--- src/hw/rtl/mltc_pkg.sv ---
// Shared types and constants for the mutex lock trace checker.
`timescale 1ns / 1ps
`default_nettype none
package mltc_pkg;

  localparam int unsigned ID_W      = 32;
  localparam int unsigned IDX_W     = 4;
  localparam int unsigned CNT_W     = 5;
  localparam int unsigned OPS_W     = 32;
  localparam int unsigned MAX_SLOTS = 16;
  localparam int unsigned ST_W      = 3;

  typedef enum logic [1:0] {
    CMD_LOCK   = 2'd0,
    CMD_UNLOCK = 2'd1,
    CMD_OTHER  = 2'd2,
    CMD_END    = 2'd3
  } cmd_t;

  typedef enum logic [ST_W-1:0] {
    STAT_OK          = 3'd0,
    STAT_UNLOCK_FREE = 3'd1,
    STAT_LOCK_HELD   = 3'd2,
    STAT_TABLE_FULL  = 3'd3,
    STAT_IGNORED     = 3'd4,
    STAT_LEFT_LOCKED = 3'd5
  } status_t;

  typedef enum logic [2:0] {
    ST_IDLE,
    ST_THREAD,
    ST_MUTEX,
    ST_EMIT,
    ST_REPORT
  } chk_state_t;

  typedef enum logic [1:0] {
    LK_IDLE,
    LK_SCAN,
    LK_MISS
  } lkp_state_t;

  typedef struct packed {
    logic            start;
    logic [ID_W-1:0] id;
  } lkp_req_t;

  typedef struct packed {
    logic             done;
    logic             full;
    logic [IDX_W-1:0] index;
  } lkp_rsp_t;

endpackage
`default_nettype wire

--- src/hw/rtl/mltc_id_lookup.sv ---
// Id table in a synchronous memory with serial find-or-append lookup.
`timescale 1ns / 1ps
`default_nettype none
module mltc_id_lookup #(
  parameter int unsigned SLOTS = 16
) (
  input  wire                clk,
  input  wire                rst_n,
  input  mltc_pkg::lkp_req_t req,
  output mltc_pkg::lkp_rsp_t rsp
);
  import mltc_pkg::*;

  localparam logic [CNT_W-1:0] LIMIT =
    (SLOTS > MAX_SLOTS) ? CNT_W'(MAX_SLOTS) : CNT_W'(SLOTS);

  logic [ID_W-1:0]  mem [MAX_SLOTS];
  logic [ID_W-1:0]  rd_data_r;
  logic [IDX_W-1:0] rd_addr;

  lkp_state_t       state_r, state_nxt;
  logic [CNT_W-1:0] used_r, used_nxt;
  logic [IDX_W-1:0] cmp_idx_r, cmp_idx_nxt;
  logic [ID_W-1:0]  id_r;
  logic             hit;
  logic             scan_end;
  logic             is_full;
  logic             wr_en;

  assign hit      = (rd_data_r == id_r);
  assign scan_end = (({1'b0, cmp_idx_r} + CNT_W'(1)) == used_r);
  assign is_full  = (used_r >= LIMIT);

  // Next state
  always_comb begin
    state_nxt = state_r;
    unique case (state_r)
      LK_IDLE: begin
        if (req.start) begin
          state_nxt = (used_r == '0) ? LK_MISS : LK_SCAN;
        end
      end
      LK_SCAN: begin
        if (hit) begin
          state_nxt = LK_IDLE;
        end else if (scan_end) begin
          state_nxt = LK_MISS;
        end
      end
      LK_MISS: state_nxt = LK_IDLE;
      default: state_nxt = LK_IDLE;
    endcase
  end

  // Outputs and datapath controls
  always_comb begin
    rsp         = '0;
    wr_en       = 1'b0;
    used_nxt    = used_r;
    cmp_idx_nxt = cmp_idx_r;
    rd_addr     = '0;
    unique case (state_r)
      LK_IDLE: begin
        cmp_idx_nxt = '0;
      end
      LK_SCAN: begin
        rd_addr     = cmp_idx_r + IDX_W'(1);
        cmp_idx_nxt = cmp_idx_r + IDX_W'(1);
        if (hit) begin
          rsp.done  = 1'b1;
          rsp.index = cmp_idx_r;
        end
      end
      LK_MISS: begin
        rsp.done = 1'b1;
        if (is_full) begin
          rsp.full = 1'b1;
        end else begin
          rsp.index = used_r[IDX_W-1:0];
          wr_en     = 1'b1;
          used_nxt  = used_r + CNT_W'(1);
        end
      end
      default: ;
    endcase
  end

  // Memory: one write port, one registered read port
  always_ff @(posedge clk) begin
    if (wr_en) begin
      mem[used_r[IDX_W-1:0]] <= id_r;
    end
    rd_data_r <= mem[rd_addr];
  end

  // Hold the searched id and the scan position
  always_ff @(posedge clk) begin
    if (state_r == LK_IDLE && req.start) begin
      id_r <= req.id;
    end
    cmp_idx_r <= cmp_idx_nxt;
  end

  // Control state
  always_ff @(posedge clk) begin
    if (!rst_n) begin
      state_r <= LK_IDLE;
      used_r  <= '0;
    end else begin
      state_r <= state_nxt;
      used_r  <= used_nxt;
    end
  end

endmodule
`default_nettype wire
--- config.mk ---
export PLATFORM = sky130hd
export DESIGN_NAME = mltc_id_lookup
export DESIGN_NICKNAME = d
export VERILOG_FILES = /design/src/hw/rtl/mltc_pkg.sv /design/src/hw/rtl/mltc_id_lookup.sv
export SDC_FILE = /design/constraint.sdc
export NUM_CORES = 1
export LEC_CHECK = 0
export ABC_AREA = 1
export BUFFER_PORTS_ARGS = -buffer_cell sky130_fd_sc_hd__buf_4
export CORE_MARGIN = 1.5
export CORE_UTILIZATION = 45
export CTS_CLUSTER_DIAMETER = 100
export DETAILED_ROUTE_END_ITERATION = 10
export PLACE_DENSITY = 0.68
export SETUP_SLACK_MARGIN = 0.1
export SYNTH_ARGS = -nofsm -noshare
export SYNTH_HDL_FRONTEND = slang
export SYNTH_SLANG_ARGS = --single-unit
--- constraint.sdc ---
create_clock -name clk -period 8.65 [get_ports clk]
set_clock_uncertainty 0.2 [all_clocks]
set_input_delay 1.73 -clock clk [delete_from_list [all_inputs] [get_ports clk]]
set_output_delay 1.73 -clock clk [all_outputs]
set_load 0.05 [all_outputs]
# ---- Word-level counts from Yosys, hierarchy flattened
# Memories as Yosys holds them, arrays and structs flattened. A register that Yosys moved wholly into a read port is not among the register bits.
# Cells that the tools add are included.
dict set report op_classes {
  n_addsub 3
  n_lt_le_gt_ge 1
  eq_ne 6
  mux 18
  bitwise 1
  n_reduce_logical 6
}
# op n
set ops {}
lappend ops {{32-bit equality test} 1}
lappend ops {{4-bit one-hot mux with 2 select lines} 2}
lappend ops {{4-bit 2-to-1 mux} 3}
lappend ops {{2-bit 2-to-1 mux} 4}
lappend ops {{1-bit 2-to-1 mux} 7}
lappend ops {{4-bit by 1-bit adder with 5-bit output (second input constant)} 1}
lappend ops {{5-bit by 1-bit adder with 5-bit output (second input constant)} 1}
lappend ops {{5-bit equality test} 1}
lappend ops {{5-bit greater-or-equal comparator (second input constant)} 1}
lappend ops {{5-bit logical NOT} 1}
lappend ops {{4-bit by 1-bit adder with 4-bit output (second input constant)} 1}
lappend ops {{2-bit one-hot mux with 2 select lines} 1}
lappend ops {{2-bit AND reduction} 2}
lappend ops {{3-bit inequality test (second input constant)} 1}
lappend ops {{2-bit by 1-bit equality test with 1-bit output (second input constant)} 1}
lappend ops {{2-bit equality test (second input constant)} 1}
lappend ops {{2-bit logical NOT} 1}
lappend ops {{2-bit inequality test (second input constant)} 1}
lappend ops {{1-bit one-hot mux with 2 select lines} 1}
lappend ops {{2-bit nonzero test} 1}
lappend ops {{1-bit logical AND} 1}
lappend ops {{1-bit NOT} 1}
dict set report word_totals {
  register_bits 43
  ramBits 512
  inputBits 35
  out_inout_bits 6
  elab_cells 40
  memories 1
}
# name depth width rd rd_ports_with_merged_regs wr line_no
set memory_table {}
lappend memory_table {mem 16 32 1 1 1 mltc_id_lookup.sv:17} ;# logic [ID_W-1:0] mem [MAX_SLOTS];

# ---- Longest topological paths before layout
# Gate-level depths: netlist of the first run.
dict set report depth {
  ltp_word 5
  mapped_depth 12
  mapped_depth_nobuf 12
}

# ---- Least setup slack after synthesis of the first run
# Ideal clock, no wire load.
dict set report synth_path {
  path_kind {register -> output}
  startpoint {reg id_r[19]}
  endpoint {out rsp[1] in the netlist's numbering}
  t_arrival_ns 2.118
  t_required_ns 6.720
  setup_slack_ns 4.602
  stages_incl_launch_ff 10
  path_buffers 0
  cell_sequence {edfxtp_1 > xnor2_1 > nand2_1 > nor2_1 > nand2_1 > nor2_1 > nand2_1 > nor2_1 > nand2_1 > a21oi_1}
}
# element line_no
set synth_lines {}
lappend synth_lines {{start, declared} mltc_id_lookup.sv:24} ;# logic [ID_W-1:0] id_r;
lappend synth_lines {{start signal, assigned} mltc_id_lookup.sv:99} ;# id_r <= req.id;
lappend synth_lines {{end, declared} mltc_id_lookup.sv:10} ;# output mltc_pkg::lkp_rsp_t rsp

==> metrics.log, run 1 <==
[metrics] Port-buffer cells: 40
[metrics] Setup TNS Final: 0 ns
[metrics] sum of net half-perimeters after detailed placement: 24.61 mm
[metrics] instance area after placement: 23570 um2
[metrics] root buffer cell: sky130_fd_sc_hd__clkbuf_16
[metrics] final global-route overflow total: 0
[metrics] initial core utilization: 45.85%
[metrics] violation count after the first detailed-route iteration: 1784
[metrics] clock edge transition at the registers on the reported setup and hold paths: 0.06 ns
[metrics] layout-stage area growth over the synthesis result: 12.52%
[metrics] crit share post-route: 57.58%
[metrics] measured slew at the worst slew-check pin: 1.154 ns
[metrics] post-layout total power: 7116 uW
[metrics] area of the mapped netlist: 22580 um2
[metrics] number of clock sinks seen by CTS: 587
[metrics] Hold Vio Cnt, Final: 0
[metrics] vias per cell: 5.844
[metrics] setup repair after global routing missed its margin: false
[metrics] count of final max-slew check failures: 0
[metrics] Crit Reg-Reg Startpoint: cmp_idx_r[0]
[metrics] antenna diode count: 0
[metrics] worst-skew pair later-pin latency: 0.61 ns
[metrics] area of the placeable core: 49250 um2
[metrics] hold wc startpoint: state_r[0]
[metrics] r2r setup slk: 4.32 ns
[metrics] data required time at the worst endpoint: 6.72 ns
[metrics] crit end category: output pin
[metrics] FFs w/ async S/R, synth: 0%
[metrics] Net Count, Synth: 1677
[metrics] remaining design rule violation count: 0
[metrics] Global Route met1 Usage: 30.09%
[metrics] Die Wd: 227.0 um
[metrics] number of cells on the worst hold path: 2
[metrics] headroom to the max-slew limit: 23.07%
[metrics] dominant cell by count in the synthesized netlist: sky130_fd_sc_hd__edfxtp_1
[metrics] most frequently used flop master after synthesis: sky130_fd_sc_hd__edfxtp_1
[metrics] proportion of netlist area held by the largest area contributor: 72.87%
[metrics] leakage power figure: 0.008031 uW
[metrics] signal arrival time at the worst endpoint: 3.05 ns
[metrics] worst-case hold path end point: state_r[0]
[metrics] share of cells above drive strength 1: 10.30%
[metrics] routability congestion estimate from global placement: 0.7821
[metrics] Final Routed Wirelength: 55.55 mm
[metrics] H-Tree Level Count: 2
[metrics] synthesized instance count: 1634
[metrics] critical setup path kind: reg -> out
[metrics] minimum period implied by the final worst setup slack: 4.980 ns
[metrics] number of register bits inferred by synthesis: 587
[metrics] max-cap violations: 0
[metrics] slack of the critical path: 3.670 ns
[metrics] final-stage net count: 1701
[metrics] post-CTS resize count: 0
[metrics] sequential fraction of the synthesis area: 76.33%
[metrics] per-instance average area after synthesis: 13.82 um2
[metrics] capturing point of the worst reg2reg path: rd_data_r[23]
[metrics] Pre-antenna DRT Iters: 6
[metrics] via count of the first global-routing pass: 13570
[metrics] number of top-level design ports: 41
[metrics] top fanout value on the critical path: 17
[metrics] ranking of synthesized cells by area: sky130_fd_sc_hd__edfxtp_1, sky130_fd_sc_hd__nor2_1, sky130_fd_sc_hd__o21ai_0, sky130_fd_sc_hd__dfxtp_1, sky130_fd_sc_hd__o221ai_1
[metrics] floorplan row count: 81
[metrics] highest clock frequency the design can meet: 0.2008 GHz
[metrics] met3 track demand over resource in global routing: 2.827%
[metrics] peak supply drop: 164.7 uV
[metrics] Hold Buf Count CTS: 0
[metrics] list of most frequent post-synthesis cells: sky130_fd_sc_hd__edfxtp_1, sky130_fd_sc_hd__nor2_1, sky130_fd_sc_hd__o21ai_0
[metrics] largest net degree at the start of global routing: 129
[metrics] Yosys warning count: 0
[metrics] number of enable flip-flop cells after synthesis: 548
[metrics] Post-Layout Inst Area: 25410 um2
[metrics] chip height: 227.0 um
[metrics] kind of launch point of the worst setup path: flip-flop
[metrics] minimum setup slack after placement: 4.283 ns
[metrics] gr usage total: 21.81%
[metrics] layer with the highest usage after global routing: met2
[metrics] distinct cell type count of the synthesized netlist: 28
[metrics] worst hold slack: 0.3074 ns
[metrics] initial antenna violation count: 0
[metrics] wire length of the first global-routing pass: 82.89 mm
[metrics] buffer count from post-CTS setup fixing: 0
[metrics] global routing met2 resource utilization: 35.85%
[metrics] overall die area: 51530 um2
[metrics] CTS tree: yes
[metrics] number of buffers created by CTS: 59
[metrics] length in cells of the worst reg-to-reg path: 9
[metrics] type of the worst min-delay path: reg -> reg
[metrics] Max clock buf depth: 3
[metrics] via count: 13860
[metrics] WL per Instance: 23.42 um
[metrics] outcome: completed
[metrics] final count of negative-setup-slack endpoints: 0
[metrics] antenna-violating nets left: 0
[metrics] leading area contributor after synthesis: sky130_fd_sc_hd__edfxtp_1
[metrics] PD cells: 280.1 nW/um2
[state kept, by name, indices dropped and copies added, names as in the netlist]
| register | flops |
|---|---|
| mem | 512 |
| cmp_idx_r | 4 |
| rd_data_r | 32 |
| used_r | 5 |
| state_r | 2 |
| id_r | 32 |
[cell type report]
class | instances | area [um2]
repair buffers | 67 | 503.0
well taps | 664 | 830.8
clock inverters | 25 | 201.4
multi-input cells | 910 | 4867
clock buffers | 86 | 1640
flip-flops and latches | 587 | 17240
inverters | 33 | 130.1
fillers | 4098 | 23850
[critical path: stages, from the launching register on]
cell and delay [ns]:
sky130_fd_sc_hd__edfxtp_1 0.60, sky130_fd_sc_hd__xnor2_1 0.32, sky130_fd_sc_hd__nand2_1 0.14, sky130_fd_sc_hd__nor2_1 0.22, sky130_fd_sc_hd__nand2_1 0.09, sky130_fd_sc_hd__nor2_1 0.12
sky130_fd_sc_hd__nand2_1 0.18, sky130_fd_sc_hd__nor2_1 0.31, sky130_fd_sc_hd__nand2_1 0.09, sky130_fd_sc_hd__a21oi_1 0.15, sky130_fd_sc_hd__buf_4 0.22
[stage by stage]
stage / util, % / instances
finish: 51.59 / 2372
global route: 51.59 / 2372
CTS: 51.59 / 2372
detailed placement: 47.85 / 2261
global placement: 47.85 / 2261
floorplan: - / 1634
[worst max path at each step]
| stage | from | depth (start not counted) | to |
|---|---|---|---|
| after global placement | id_r[5] | 10 | rsp[0] |
| after floorplan | id_r[19] | 9 | rsp[1] |
| final | id_r[23] | 10 | rsp[2] |
| after detailed placement | id_r[5] | 10 | rsp[2] |
| after global routing | id_r[29] | 11 | rsp[3] |
| after CTS | id_r[5] | 10 | rsp[2] |
[layout by cell type (no fill, tap or decap)]
cell type,n
sky130_fd_sc_hd__nand3_1,13
sky130_fd_sc_hd__nand2_4,1
sky130_fd_sc_hd__o21ai_0,195
sky130_fd_sc_hd__xor2_1,2
sky130_fd_sc_hd__nand3_2,1
sky130_fd_sc_hd__inv_6,1
sky130_fd_sc_hd__xnor2_1,28
sky130_fd_sc_hd__clkbuf_16,61
sky130_fd_sc_hd__ha_1,8
sky130_fd_sc_hd__o211ai_1,55
sky130_fd_sc_hd__o21a_1,1
sky130_fd_sc_hd__inv_2,4
sky130_fd_sc_hd__o21ai_1,65
sky130_fd_sc_hd__inv_1,27
sky130_fd_sc_hd__o221ai_1,73
sky130_fd_sc_hd__nor3_1,2
sky130_fd_sc_hd__clkinv_4,1
sky130_fd_sc_hd__dfxtp_1,39
sky130_fd_sc_hd__clkbuf_8,2
sky130_fd_sc_hd__clkinvlp_4,3
sky130_fd_sc_hd__nor2_1,279
sky130_fd_sc_hd__nor2_4,19
sky130_fd_sc_hd__o22ai_1,55
sky130_fd_sc_hd__nand2_1,101
sky130_fd_sc_hd__clkinv_1,8
sky130_fd_sc_hd__buf_4,67
sky130_fd_sc_hd__bufinv_16,3
sky130_fd_sc_hd__clkbuf_1,23
sky130_fd_sc_hd__edfxtp_1,548
sky130_fd_sc_hd__clkinv_2,11
sky130_fd_sc_hd__or2_2,2
sky130_fd_sc_hd__a21oi_1,10
[metal layers]
layer | up-vias | share of wire (%)
li1 | 6177 | -
met1 | 6976 | 42
met2 | 612 | 47
met3 | 98 | 7.7
met4 | 0 | 2.6
met5 | - | 0
[power breakdown]
| group | switching (uW) | total, uW | leakage (uW) | internal [uW] |
|---|---|---|---|---|
| logic | 729 | 1040 | 0.00185 | 313 |
| registers | 189 | 3640 | 0.00529 | 3450 |
| clock network | 1030 | 2430 | 0.000892 | 1400 |
| total | 1950 | 7120 | 0.00803 | 5160 |
[logic make-up after synthesis]
group                      count (synthesis)  synth area share (%)
AOI/OAI and AO/OA                        454                 12.20
xor gates and xnor gates                  30                 1.164
adders and majority gates                  8                0.4433
buffers and inverters                    137                 2.704
DFF                                      587                 76.33
and+or+nand+nor                          418                 7.159
(Power assumes the default switching activity.)
==> run 2, diff against run 1 <==
==> constraint.sdc (replaced) <==
create_clock -name clk -period 4.65 [get_ports clk]
set_clock_uncertainty 0.2 [all_clocks]
set_input_delay 0.93 -clock clk [delete_from_list [all_inputs] [get_ports clk]]
set_output_delay 0.93 -clock clk [all_outputs]
set_load 0.05 [all_outputs]
==> run 2 against run 1 <==
  * Register-to-register slack worse by 3.1 ns
  * Largest power group unchanged
  * Sequential cell count stayed put
  * Critical path depth stayed put
  * Hold slack got worse by 0.045 ns
  * Non-clock buffer count up 1
  * Utilization grew 0.30 points
  * Power grew 88%
==> metrics.log, run 2 (synthesis gave the netlist of run 1 again) <==
[metrics] violation count after the first detailed-route iteration: 1470
[metrics] length in cells of the worst reg-to-reg path: 8
[metrics] sum of net half-perimeters after detailed placement: 25.87 mm
[metrics] post-CTS resize count: 0
[metrics] via count: 13820
[metrics] floorplan row count: 81
[metrics] layer with the highest usage after global routing: met2
[metrics] global routing met2 resource utilization: 35.12%
[metrics] r2r setup slk: 1.23 ns
[metrics] chip height: 227.0 um
[metrics] Largest delay share family, worst path: simple AND/OR/NAND/NOR gates
[metrics] delay of the slowest cell on the worst path: 0.62 ns
[metrics] crit path buf inv count: 1
[metrics] worst-skew pair later-pin latency: 0.64 ns
[metrics] overall die area: 51530 um2
[metrics] worst hold slack: 0.2619 ns
[metrics] Hold Buf Count CTS: 0
[metrics] number of top-level design ports: 41
[metrics] Port-buffer cells: 40
[metrics] wire length of the first global-routing pass: 83.07 mm
[metrics] final-stage net count: 1701
[metrics] routability congestion estimate from global placement: 0.7976
[metrics] max-cap violations: 0
[metrics] capturing point of the worst reg2reg path: rd_data_r[20]
[metrics] sequential cell area: 17240 um2
[metrics] antenna diode count: 0
[metrics] Crit Reg-Reg Startpoint: cmp_idx_r[1]
[metrics] kind of launch point of the worst setup path: flip-flop
[metrics] number of buffers created by CTS: 58
[metrics] buffer count from post-CTS setup fixing: 0
[metrics] top library cells by usage in the layout, fill and taps aside: sky130_fd_sc_hd__edfxtp_1, sky130_fd_sc_hd__nor2_1, sky130_fd_sc_hd__o21ai_0, sky130_fd_sc_hd__nand2_1, sky130_fd_sc_hd__o221ai_1
[metrics] met3 track demand over resource in global routing: 3.820%
[metrics] critical setup path kind: reg -> out
[metrics] peak supply drop: 339.7 uV
[metrics] Pre-antenna DRT Iters: 7
[metrics] final count of negative-setup-slack endpoints: 0
[metrics] count of final max-slew check failures: 0
[metrics] leakage power figure: 0.008098 uW
[metrics] Global Route met1 Usage: 30.23%
[metrics] type of the worst min-delay path: in -> reg
[metrics] Hold Vio Cnt, Final: 0
[metrics] CTS tree: yes
[metrics] measured slew at the worst slew-check pin: 1.159 ns
[metrics] destination of the critical timing path: rsp[1]
[metrics] WL per Instance: 23.45 um
[metrics] cell type of the slowest stage on the worst timing path: sky130_fd_sc_hd__edfxtp_1
[metrics] signal arrival time at the worst endpoint: 3.07 ns
[metrics] layout-stage area growth over the synthesis result: 13.18%
[metrics] area of the placeable core: 49250 um2
[metrics] Die Wd: 227.0 um
[metrics] largest net degree at the start of global routing: 159
[metrics] Final Routed Wirelength: 55.61 mm
[metrics] CP dominant cell by count: sky130_fd_sc_hd__nand2_1
[metrics] crit share post-route: 90.25%
[metrics] H-Tree Level Count: 2
[metrics] share of cells above drive strength 1: 10.71%
[metrics] highest clock frequency the design can meet: 0.2383 GHz
[metrics] vias per cell: 5.825
[metrics] Max clock buf depth: 3
[metrics] final global-route overflow total: 0
[metrics] startpoint of the worst setup timing path: id_r[5]
[metrics] via count of the first global-routing pass: 13720
[metrics] most common cell after layout, fill and taps aside: sky130_fd_sc_hd__edfxtp_1
[metrics] clock edge transition at the registers on the reported setup and hold paths: 0.06 ns
[metrics] root buffer cell: sky130_fd_sc_hd__clkbuf_16
[metrics] number of clock sinks seen by CTS: 587
[metrics] PD cells: 523.1 nW/um2
[metrics] flip-flop count of the largest register after layout: 512
[metrics] minimum period implied by the final worst setup slack: 4.197 ns
[metrics] gr usage total: 21.88%
[metrics] headroom to the max-slew limit: 22.74%
[metrics] remaining design rule violation count: 0
[metrics] area of the multi-input gates: 4867 um2
[metrics] outcome: completed
[metrics] top fanout value on the critical path: 17
[metrics] initial core utilization: 45.85%
[metrics] Setup TNS Final: 0 ns
[metrics] initial antenna violation count: 0
[metrics] count of filler cells inserted in the layout: 4096
[metrics] setup repair after global routing missed its margin: false
[metrics] data required time at the worst endpoint: 3.52 ns
[metrics] crit end category: output pin
[metrics] instance count on the critical path: 10
[metrics] crit-path cells: xnor2_1, nand2_1, nor2_1, nand2_1, nor2_1, nand2_1, nor2_1, nand2_1, a21oi_1, buf_4
[metrics] antenna-violating nets left: 0
## run 2: cell types whose count changed in the layout (fill, tap and decap cells not counted), sizes merged
| cell | previous run | this run |
|---|---|---|
| buf | 67 | 68 |
| bufinv | 3 | 4 |
| clkbuf | 86 | 73 |
| clkinv | 20 | 28 |
| clkinvlp | 3 | 1 |
| inv | 32 | 37 |
## run 2: power by group
| group | internal (uW) | switching [uW] |
|---|---|---|
| registers | 6420 | 354 |
| logic | 592 | 1370 |
| clock network | 2620 | 2020 |
| total | 9630 | 3740 |
## run 2: final cells by class
cell class,instances,share of cell area (%)
Inverter,33,0.5091
Clock inverter,37,1.371
Multi-Input combinational cell,910,19.04
Tap cell,664,3.251
Clock buffer,73,6.095
Timing Repair Buffer,68,2.291
Sequential cell,587,67.44
## run 2: how the worst min path moves through the flow
stage,from,to,slack (ns),depth (start not counted)
after floorplan,state_r[0],state_r[0],0.25,2
after global placement,state_r[0],state_r[0],0.27,2
after detailed placement,state_r[0],state_r[0],0.30,2
after CTS,req[2],id_r[2],0.23,1
after global routing,req[5],id_r[5],0.24,1
final,req[2],id_r[2],0.26,1
## run 2: per-stage QoR
| stage | power [uW] | area, um2 | setup WS [ns] | cells | util (%) |
|---|---|---|---|---|---|
| global placement | 8759 | 23650 | 1.185 | 2262 | 48.02 |
| finish | 13370 | 25560 | 0.4535 | 2372 | 51.89 |
| floorplan | 8088 | 22580 | 1.402 | 1634 | - |
| CTS | 13420 | 25560 | 0.4338 | 2372 | 51.89 |
| detailed placement | 8816 | 23650 | 1.128 | 2262 | 48.02 |
| global route | 13900 | 25560 | 0.2026 | 2372 | 51.89 |
## run 2: metal layers
| metal | up-vias | wire (um) |
|---|---|---|
| met5 | - | 0 |
| met4 | 0 | 1642 |
| met3 | 123 | 4665 |
| met2 | 627 | 26180 |
| met1 | 6897 | 23130 |
| li1 | 6170 | - |
